===== config.mk =====
export PLATFORM = sky130hd
export DESIGN_NAME = i2c_slave_register_map_unit
export DESIGN_NICKNAME = d
export VERILOG_FILES = /design/src/hdl/i2csrm_pkg.sv /design/src/hdl/i2csrm_ram.sv /design/src/hdl/i2csrm_ctrl.sv /design/src/hdl/i2csrm_dp.sv /design/src/hdl/i2c_slave_register_map_unit.sv
export SDC_FILE = /design/constraint.sdc
export NUM_CORES = 2
export LEC_CHECK = 0
export BUFFER_PORTS_ARGS = -buffer_cell sky130_fd_sc_hd__buf_4
export CAP_MARGIN = 20
export CORE_ASPECT_RATIO = 0.6
export CORE_MARGIN = 2
export CORE_UTILIZATION = 55
export DETAILED_ROUTE_END_ITERATION = 12
export GPL_ROUTABILITY_DRIVEN = 0
export PLACE_DENSITY = 0.73
export SLEW_MARGIN = 20
export SYNTH_ARGS = -nofsm -noshare
export SYNTH_HDL_FRONTEND = slang
export SYNTH_SLANG_ARGS = --single-unit

===== constraint.sdc =====
create_clock -name clk -period 5.38 [get_ports clk]
set_input_delay 1.076 -clock clk [delete_from_list [all_inputs] [get_ports clk]]
set_output_delay 1.076 -clock clk [all_outputs]
set_load 0.05 [all_outputs]

===== src/hdl/i2csrm_pkg.sv =====
package i2csrm_pkg;

    localparam int MAP_DEPTH = 256;
    localparam int MAP_AW    = $clog2(MAP_DEPTH);

    localparam logic [7:0] OFF_BLOCK_START  = 8'h20;
    localparam logic [7:0] OFF_BLOCK_STATUS = 8'h32;

    // 0x30 on the wire is 7-bit address 0x18
    localparam logic [6:0] OWN_ADDR_RST    = 7'h18;
    localparam logic [7:0] WRITE_LIMIT_RST = 8'hC8;
    localparam logic [7:0] MARKER_RST      = 8'd250;

    localparam int IN_DATA_W  = 24;
    localparam int OUT_DATA_W = 24;
    localparam int CFG_IDX_W  = 2;
    localparam int CFG_DATA_W = 8;

    typedef enum logic [2:0] {
        OP_ADDR   = 3'd0,
        OP_TX     = 3'd1,
        OP_RX     = 3'd2,
        OP_STOP   = 3'd3,
        OP_LWRITE = 3'd4,
        OP_LREAD  = 3'd5
    } op_t;

    typedef enum logic [CFG_IDX_W-1:0] {
        CFG_OWN_ADDR    = 2'd0,
        CFG_WRITE_LIMIT = 2'd1,
        CFG_MARKER      = 2'd2
    } cfg_idx_t;

    typedef struct packed {
        logic latch;    // take the input beat, issue map read
        logic exec;     // evaluate, update map/pointer, load result
        logic mark_wr;  // write marker into status byte
    } cmd_t;

    typedef struct packed {
        logic out_free;
        logic mark_hit;
    } stat_t;

endpackage


===== src/hdl/i2csrm_ram.sv =====
module i2csrm_ram #(
    parameter int WIDTH = 8,
    parameter int DEPTH = 256
) (
    input  logic                     clk,
    input  logic                     we,
    input  logic [$clog2(DEPTH)-1:0] waddr,
    input  logic [WIDTH-1:0]         wdata,
    input  logic                     re,
    input  logic [$clog2(DEPTH)-1:0] raddr,
    output logic [WIDTH-1:0]         rdata
);

    logic [WIDTH-1:0] mem_reg [DEPTH];
    logic [WIDTH-1:0] rdata_reg;

    always_ff @(posedge clk)
    begin
        if (we)
        begin
            mem_reg[waddr] <= wdata;
        end
        if (re)
        begin
            rdata_reg <= mem_reg[raddr];
        end
    end

    assign rdata = rdata_reg;

endmodule


===== src/hdl/i2csrm_ctrl.sv =====
module i2csrm_ctrl (
    input  logic                 clk,
    input  logic                 rst_n,
    input  logic                 in_valid,
    output logic                 in_ready,
    input  i2csrm_pkg::stat_t    stat,
    output i2csrm_pkg::cmd_t     cmd
);
    import i2csrm_pkg::*;

    typedef enum logic [2:0] {
        S_IDLE = 3'b001,
        S_EXEC = 3'b010,
        S_MARK = 3'b100
    } state_t;

    state_t state_reg, state_next;

    always_comb
    begin
        state_next  = state_reg;
        in_ready    = 1'b0;
        cmd         = '0;
        case (state_reg)
            S_IDLE:
            begin
                in_ready = 1'b1;
                if (in_valid)
                begin
                    cmd.latch  = 1'b1;
                    state_next = S_EXEC;
                end
            end
            S_EXEC:
            begin
                if (stat.out_free)
                begin
                    cmd.exec   = 1'b1;
                    state_next = stat.mark_hit ? S_MARK : S_IDLE;
                end
            end
            S_MARK:
            begin
                cmd.mark_wr = 1'b1;
                state_next  = S_IDLE;
            end
            default:
            begin
                state_next = S_IDLE;
            end
        endcase
    end

    always_ff @(posedge clk or negedge rst_n)
    begin
        if (!rst_n)
        begin
            state_reg <= S_IDLE;
        end
        else
        begin
            state_reg <= state_next;
        end
    end

endmodule


===== src/hdl/i2csrm_dp.sv =====
module i2csrm_dp (
    input  logic                                 clk,
    input  logic                                 rst_n,
    input  logic                                 cfg_we,
    input  logic [i2csrm_pkg::CFG_IDX_W-1:0]     cfg_index,
    input  logic [i2csrm_pkg::CFG_DATA_W-1:0]    cfg_wdata,
    input  logic [2:0]                           in_op,
    input  logic [i2csrm_pkg::IN_DATA_W-1:0]     in_data,
    output logic                                 out_valid,
    input  logic                                 out_ready,
    output logic [i2csrm_pkg::OUT_DATA_W-1:0]    out_data,
    input  i2csrm_pkg::cmd_t                     cmd,
    output i2csrm_pkg::stat_t                    stat
);
    import i2csrm_pkg::*;

    // configuration
    logic [6:0] own_addr_reg;
    logic [7:0] limit_reg;
    logic [7:0] marker_reg;

    always_ff @(posedge clk or negedge rst_n)
    begin
        if (!rst_n)
        begin
            own_addr_reg <= OWN_ADDR_RST;
            limit_reg    <= WRITE_LIMIT_RST;
            marker_reg   <= MARKER_RST;
        end
        else if (cfg_we)
        begin
            case (cfg_idx_t'(cfg_index))
                CFG_OWN_ADDR:    own_addr_reg <= cfg_wdata[6:0];
                CFG_WRITE_LIMIT: limit_reg    <= cfg_wdata;
                CFG_MARKER:      marker_reg   <= cfg_wdata;
                default:         ;
            endcase
        end
    end

    // latched item
    op_t        op_reg;
    logic [6:0] addr_reg;
    logic       rd_reg;
    logic [7:0] data_reg;
    logic [7:0] loff_reg;

    always_ff @(posedge clk)
    begin
        if (cmd.latch)
        begin
            op_reg   <= op_t'(in_op);
            addr_reg <= in_data[6:0];
            rd_reg   <= in_data[7];
            data_reg <= in_data[15:8];
            loff_reg <= in_data[23:16];
        end
    end

    // map: RAM plus per-entry written bits, unwritten entries read zero
    logic [MAP_DEPTH-1:0] vld_reg;
    logic                 vld_q_reg;
    logic [7:0]           ptr_reg, ptr_next;
    logic [MAP_AW-1:0]    raddr;
    logic [7:0]           ram_q;
    logic [7:0]           mem_byte;
    logic                 map_we;
    logic [MAP_AW-1:0]    map_waddr;
    logic [7:0]           map_wdata;

    assign raddr = (op_t'(in_op) == OP_LWRITE || op_t'(in_op) == OP_LREAD) ?
                   in_data[23:16] : ptr_reg;

    i2csrm_ram #(
        .WIDTH (8),
        .DEPTH (MAP_DEPTH)
    ) u_map (
        .clk   (clk),
        .we    (map_we),
        .waddr (map_waddr),
        .wdata (map_wdata),
        .re    (cmd.latch),
        .raddr (raddr),
        .rdata (ram_q)
    );

    assign mem_byte = vld_q_reg ? ram_q : 8'd0;

    // evaluation
    logic       ack, txv, mark, store;
    logic [7:0] txb, rdat;

    always_comb
    begin
        ack       = 1'b0;
        txv       = 1'b0;
        txb       = 8'd0;
        rdat      = 8'd0;
        mark      = 1'b0;
        store     = 1'b0;
        ptr_next  = ptr_reg;
        map_waddr = ptr_reg;
        map_wdata = data_reg;
        case (op_reg)
            OP_ADDR:
            begin
                if (addr_reg == own_addr_reg)
                begin
                    ack = 1'b1;
                    if (rd_reg)
                    begin
                        txv = 1'b1;
                        txb = mem_byte;
                    end
                    else
                    begin
                        ptr_next = 8'd0;
                    end
                end
            end
            OP_TX:
            begin
                txv      = 1'b1;
                txb      = mem_byte;
                ptr_next = ptr_reg + 8'd1;
            end
            OP_RX:
            begin
                if (ptr_reg == 8'd0)
                begin
                    ptr_next = data_reg;
                end
                else if (ptr_reg <= limit_reg)
                begin
                    store    = 1'b1;
                    ptr_next = ptr_reg + 8'd1;
                    mark     = (data_reg == marker_reg) && (ptr_reg == OFF_BLOCK_START);
                end
            end
            OP_LWRITE:
            begin
                store     = 1'b1;
                map_waddr = loff_reg;
            end
            OP_LREAD:
            begin
                rdat = mem_byte;
            end
            default: ;
        endcase
        if (cmd.mark_wr)
        begin
            map_waddr = OFF_BLOCK_STATUS;
            map_wdata = marker_reg;
        end
    end

    assign map_we = (cmd.exec && store) || cmd.mark_wr;

    always_ff @(posedge clk or negedge rst_n)
    begin
        if (!rst_n)
        begin
            vld_reg   <= '0;
            vld_q_reg <= 1'b0;
            ptr_reg   <= 8'd0;
        end
        else
        begin
            if (cmd.latch)
            begin
                vld_q_reg <= vld_reg[raddr];
            end
            if (map_we)
            begin
                vld_reg[map_waddr] <= 1'b1;
            end
            if (cmd.exec)
            begin
                ptr_reg <= ptr_next;
            end
        end
    end

    // result register
    logic                  out_valid_reg;
    logic [OUT_DATA_W-1:0] out_data_reg;

    always_ff @(posedge clk or negedge rst_n)
    begin
        if (!rst_n)
        begin
            out_valid_reg <= 1'b0;
        end
        else if (cmd.exec)
        begin
            out_valid_reg <= 1'b1;
        end
        else if (out_ready)
        begin
            out_valid_reg <= 1'b0;
        end
    end

    always_ff @(posedge clk)
    begin
        if (cmd.exec)
        begin
            out_data_reg <= {5'd0, mark, rdat, txb, txv, ack};
        end
    end

    assign out_valid     = out_valid_reg;
    assign out_data      = out_data_reg;
    assign stat.out_free = !out_valid_reg || out_ready;
    assign stat.mark_hit = mark;

endmodule


===== src/hdl/i2c_slave_register_map_unit.sv =====
// I2C target register map: 256-byte map with an 8-bit bus pointer, cleared at
// reset. Each input beat is one bus or local event (opcode on s_axis_tuser),
// and each produces exactly one result beat. The map RAM is read at the
// pointer or local offset when the beat is taken; once the result register
// is free the event is evaluated, written back and loaded into it. A marker
// byte stored at offset 0x20 adds a status write step, since the status byte
// 0x32 is written through the same single RAM write port. The next event is
// accepted while the previous result still waits on m_axis. Configuration
// writes are taken any time the block is idle.
module i2c_slave_register_map_unit (
    input  logic                                 clk,
    input  logic                                 rst_n,
    input  logic                                 cfg_we,
    input  logic [i2csrm_pkg::CFG_IDX_W-1:0]     cfg_index,
    input  logic [i2csrm_pkg::CFG_DATA_W-1:0]    cfg_wdata,
    input  logic                                 s_axis_tvalid,
    output logic                                 s_axis_tready,
    // [6:0] bus_address, [7] read_transfer, [15:8] data_byte, [23:16] local_offset
    input  logic [i2csrm_pkg::IN_DATA_W-1:0]     s_axis_tdata,
    // [2:0] opcode
    input  logic [2:0]                           s_axis_tuser,
    output logic                                 m_axis_tvalid,
    input  logic                                 m_axis_tready,
    // [0] addr_ack, [1] tx_valid, [9:2] tx_byte, [17:10] read_data,
    // [18] marker_seen, [23:19] zero
    output logic [i2csrm_pkg::OUT_DATA_W-1:0]    m_axis_tdata
);
    import i2csrm_pkg::*;

    cmd_t  cmd;
    stat_t stat;

    i2csrm_ctrl u_ctrl (
        .clk      (clk),
        .rst_n    (rst_n),
        .in_valid (s_axis_tvalid),
        .in_ready (s_axis_tready),
        .stat     (stat),
        .cmd      (cmd)
    );

    i2csrm_dp u_dp (
        .clk       (clk),
        .rst_n     (rst_n),
        .cfg_we    (cfg_we),
        .cfg_index (cfg_index),
        .cfg_wdata (cfg_wdata),
        .in_op     (s_axis_tuser),
        .in_data   (s_axis_tdata),
        .out_valid (m_axis_tvalid),
        .out_ready (m_axis_tready),
        .out_data  (m_axis_tdata),
        .cmd       (cmd),
        .stat      (stat)
    );

    a_exec_needs_room: assert property (@(posedge clk) disable iff (!rst_n)
        cmd.exec |-> stat.out_free)
        else $error("result loaded while output register still full");

    a_exec_gives_beat: assert property (@(posedge clk) disable iff (!rst_n)
        cmd.exec |=> m_axis_tvalid)
        else $error("evaluated event produced no result beat");

    a_mark_after_exec: assert property (@(posedge clk) disable iff (!rst_n)
        cmd.mark_wr |-> $past(cmd.exec) && $past(stat.mark_hit))
        else $error("status write without a marker hit");

    a_no_accept_busy: assert property (@(posedge clk) disable iff (!rst_n)
        (cmd.exec || cmd.mark_wr) |-> !s_axis_tready)
        else $error("input accepted while an event is in flight");

endmodule


==> impl_metrics.yaml <==
floorplanning:
  initial_core_util: 0.553
  die_area_um2: 179000
  die-height_um: 329
  boundaryPins: 68
  row_count: 119
  fp.dieW_um: 545
  coreArea_um2: 175000
clock_tree:
  hold_buffers: 0
  clock_latency_ns: 0.89
  cts_resized: 0
  postCtsSetupBuffers: 0
  cts_buffers: 207
  cts_root_buf: "clkbuf_16"
  cts_buffer_depth: 4
  htreeDepth: 4
  clkSlewWorstSetupHoldPaths_ns: 0.07
  cts_sinks: 2394
  cts_tree: "built"
run:
  cap_violations: 0
synthesis:
  yosysTopAreaCell: "edfxtp_1"
  netlist_area_um2: 96700
  seq_area_frac_synth: 0.729
  synth_top_flop_cell: "edfxtp_1"
  yosys.area_share.adder: 0.00129
  syn-mean-instance-area_um2: 14.2
  ys_warn_count: 0
  synth_compound_area_frac: 0.0975
  synth-seq-cells: 2394
  synthCells: 6804
  synth_top_area_frac: 0.653
  synth_top_family_by_area: "compound AO/OA/AOI/OAI gates"
  yosysUniqueCellTypes: 83
  synthTopCellsByArea: "edfxtp_1, dfrtp_1, nand2_1"
  synth_mux_area_frac: 0.0479
  synth-edff-count: 2102
  synthArstFlopShare: 0.122
  synth_xor_area_frac: 0.00136
  synthSimpleGateAreaFrac: 0.0957
power_and_ir_drop:
  p_leak_nw: 36.9
  p_comb_frac: 0.208
  power_switching_mw: 13.4
  power_mw: 45.0
  clock_power_share: 0.335
  swShare: 0.297
  pwr_density_cell_nw_per_um2: 415
  p_int_mw: 31.6
  power_frac_seq: 0.457
  max-vdd-ir-drop_mv: 0.310
timing:
  period_minus_slack_ns: 4.92
  skew_ns: 0.0489
  fin_setup_tns_ns: 0
  tightest_slew_ns: 1.37
  hold_viol_final: 0
  period_share: 0.914
  setup_ws_ns: 0.463
  max_freq_mhz: 203
  rsz0062_at_grt: "false"
  setup_violations: 0
  max-slew-margin-rel: 0.0897
  maxSlewViolCount: 0
finish:
  largest_reg_flops: 2048
  final_util: 0.620
  areaGrowthSynthToFinish_pct: 12.1
  register_area_um2: 70400
  nets: 7029
  multiInputGateArea_um2: 23900
  fillerInstances: 12565
  stdcell_count: 9506
  drive_gt1_frac: 0.139
critical_path:
  startpoint_type: "flip-flop"
  path_max_fanout: 33
  cp_slowest_cell: "dfrtp_1"
  crit_chain: "ha_1 > a21o_1 > a21oi_1 > nor2b_1 > a221oi_1 > o21ai_2 > nand3_4 > buf_4 > nor2_1"
  crit_arrival_ns: 5.40
  crit_type: "flip-flop to flip-flop"
  max_stage_delay_ns: 0.79
  path_delay_family: "simple AND/OR/NAND/NOR gates"
  crit_buf_inv: 1
  cp.required_ns: 5.86
  worstSetupEndpointType: "flip-flop"
grt:
  grt_pass1_vias: 59653
  grtUsageTotal: 0.320
  overflow: 0
  grt_pass1_wl_um: 419000
  grt_max_degree: 172
  antenna_found_initial: 13
status:
  status: "completed"
drt:
  drt_iter0_markers: 12089
  final_antenna_net_count: 0
  drt_wl_total_um: 291000
  drcViolationCount: 0
  viasPerCell: 6.74
  vias: 64039
  drt_first_pass_iters: 8
  wl_per_cell_um: 30.6
placed_design:
  dpl.cell_count: 9126
  place_ws_ns: 0.313
  hpwlAfterDp_um: 187000
  portBuffers: 62
min_path:
  hold_class: "input port to asynchronous set/reset pin"
==> metrics by stage <==
step	cell area (um^2)	hold WS, ns
2_1_floorplan	96700	0.427
3_3_place_gp	102000	0.446
3_5_place_dp	102000	0.447
4_1_cts	108000	0.166
5_1_grt	108000	0.182
6_report	108000	0.176
==> cells by family after synthesis <==
logic type | count (synthesis)
AOI/OAI and AO/OA | 1372
xor gates and xnor gates | 15
adders and majority gates | 10
buffers and inverters | 568
DFF | 2394
muxes | 280
other | 1
and+or+nand+nor | 2164
==> cell usage in the layout, fill, tap and decap left out, types with 38 or more instances in the layout <==
cell and instances:
edfxtp_1 2102, nand2_1 1277, buf_4 371, a21oi_1 356
nand3_1 317, dfrtp_1 278, nor2_1 255, o21bai_1 255
clkbuf_16 212, a211oi_1 190, mux4_2 143, a31oi_1 135
mux2i_1 102, a221oi_1 101, inv_1 96, nand4_1 96
o21ai_0 75, a32oi_1 75, nor3_1 73, buf_12 59
o31ai_1 41, clkbuf_1 41, nand2b_1 38
==> cell usage after synthesis (all sizes together), types with 101 or more instances <==
library cell  number
clkbuf           191
a221oi           101
dfrtp            280
a21oi            364
mux4             143
nand3            320
a31oi            139
a211oi           200
nor2             264
edfxtp          2102
mux2i            107
buf              280
nand2           1287
o21bai           255
==> cell type report <==
| class | instances | share of cell area |
|---|---|---|
| antenna | 8 | 0.000185 |
| clock buffer | 262 | 0.0514 |
| clock inverter | 109 | 0.0104 |
| inverter | 97 | 0.00336 |
| multi-input combinational | 3846 | 0.221 |
| sequential | 2394 | 0.650 |
| tap | 2359 | 0.0272 |
| timing repair buffer | 431 | 0.0367 |
==> worst register-to-register path: stages, from the launching register on <==
cell and delay, ns:
dfrtp_1 0.79, ha_1 0.37, a21o_1 0.18, a21oi_1 0.18
nor2b_1 0.16, a221oi_1 0.21, o21ai_2 0.64, nand3_4 0.80
buf_4 0.50, nor2_1 0.72
==> metal layers <==
metal | track usage | routed length [um]
met5 | 0 | 381
met4 | 0.0910 | 9270
met3 | 0.150 | 52800
met2 | 0.422 | 117000
met1 | 0.473 | 112000
==> path summary, 6_finish.rpt <==
check | endpoint | slack (ns) | from | cells past startpoint
worst max-delay path | u_dp.u_map.mem_reg[60][1]$_DFFE_PP_ | 0.46 | u_dp.ptr_reg[6]$_DFFE_PN0P_ | 9
worst min-delay path | u_dp.own_addr_reg[6]$_DFFE_PN0P_ | 0.18 | rst_n | 1
worst max register to register | u_dp.u_map.mem_reg[60][1]$_DFFE_PP_ | 0.46 | u_dp.ptr_reg[6]$_DFFE_PN0P_ | 9
worst min register to register | u_dp.vld_reg[61]$_DFFE_PN0P_ | 0.47 | u_dp.vld_reg[61]$_DFFE_PN0P_ | 2
max in group asynchronous | u_dp.vld_reg[197]$_DFFE_PN0P_ | 3.83 | rst_n | 2
min in group clk | u_dp.data_reg[1]$_DFFE_PP_ | 0.40 | s_axis_tdata[9] | 1
==> power groups by stage <==
stage / registers, mW / logic [mW] / clock network, mW
3_3_place_gp: 20.9 / 8.76 / 0
2_1_floorplan: 21.0 / 5.49 / 0
4_1_cts: 20.5 / 8.96 / 15.1
3_5_place_dp: 20.9 / 8.90 / 0
5_1_grt: 20.5 / 9.70 / 15.8
6_report: 20.5 / 9.35 / 15.1
No activity file was read; power rests on OpenSTA's default activity.
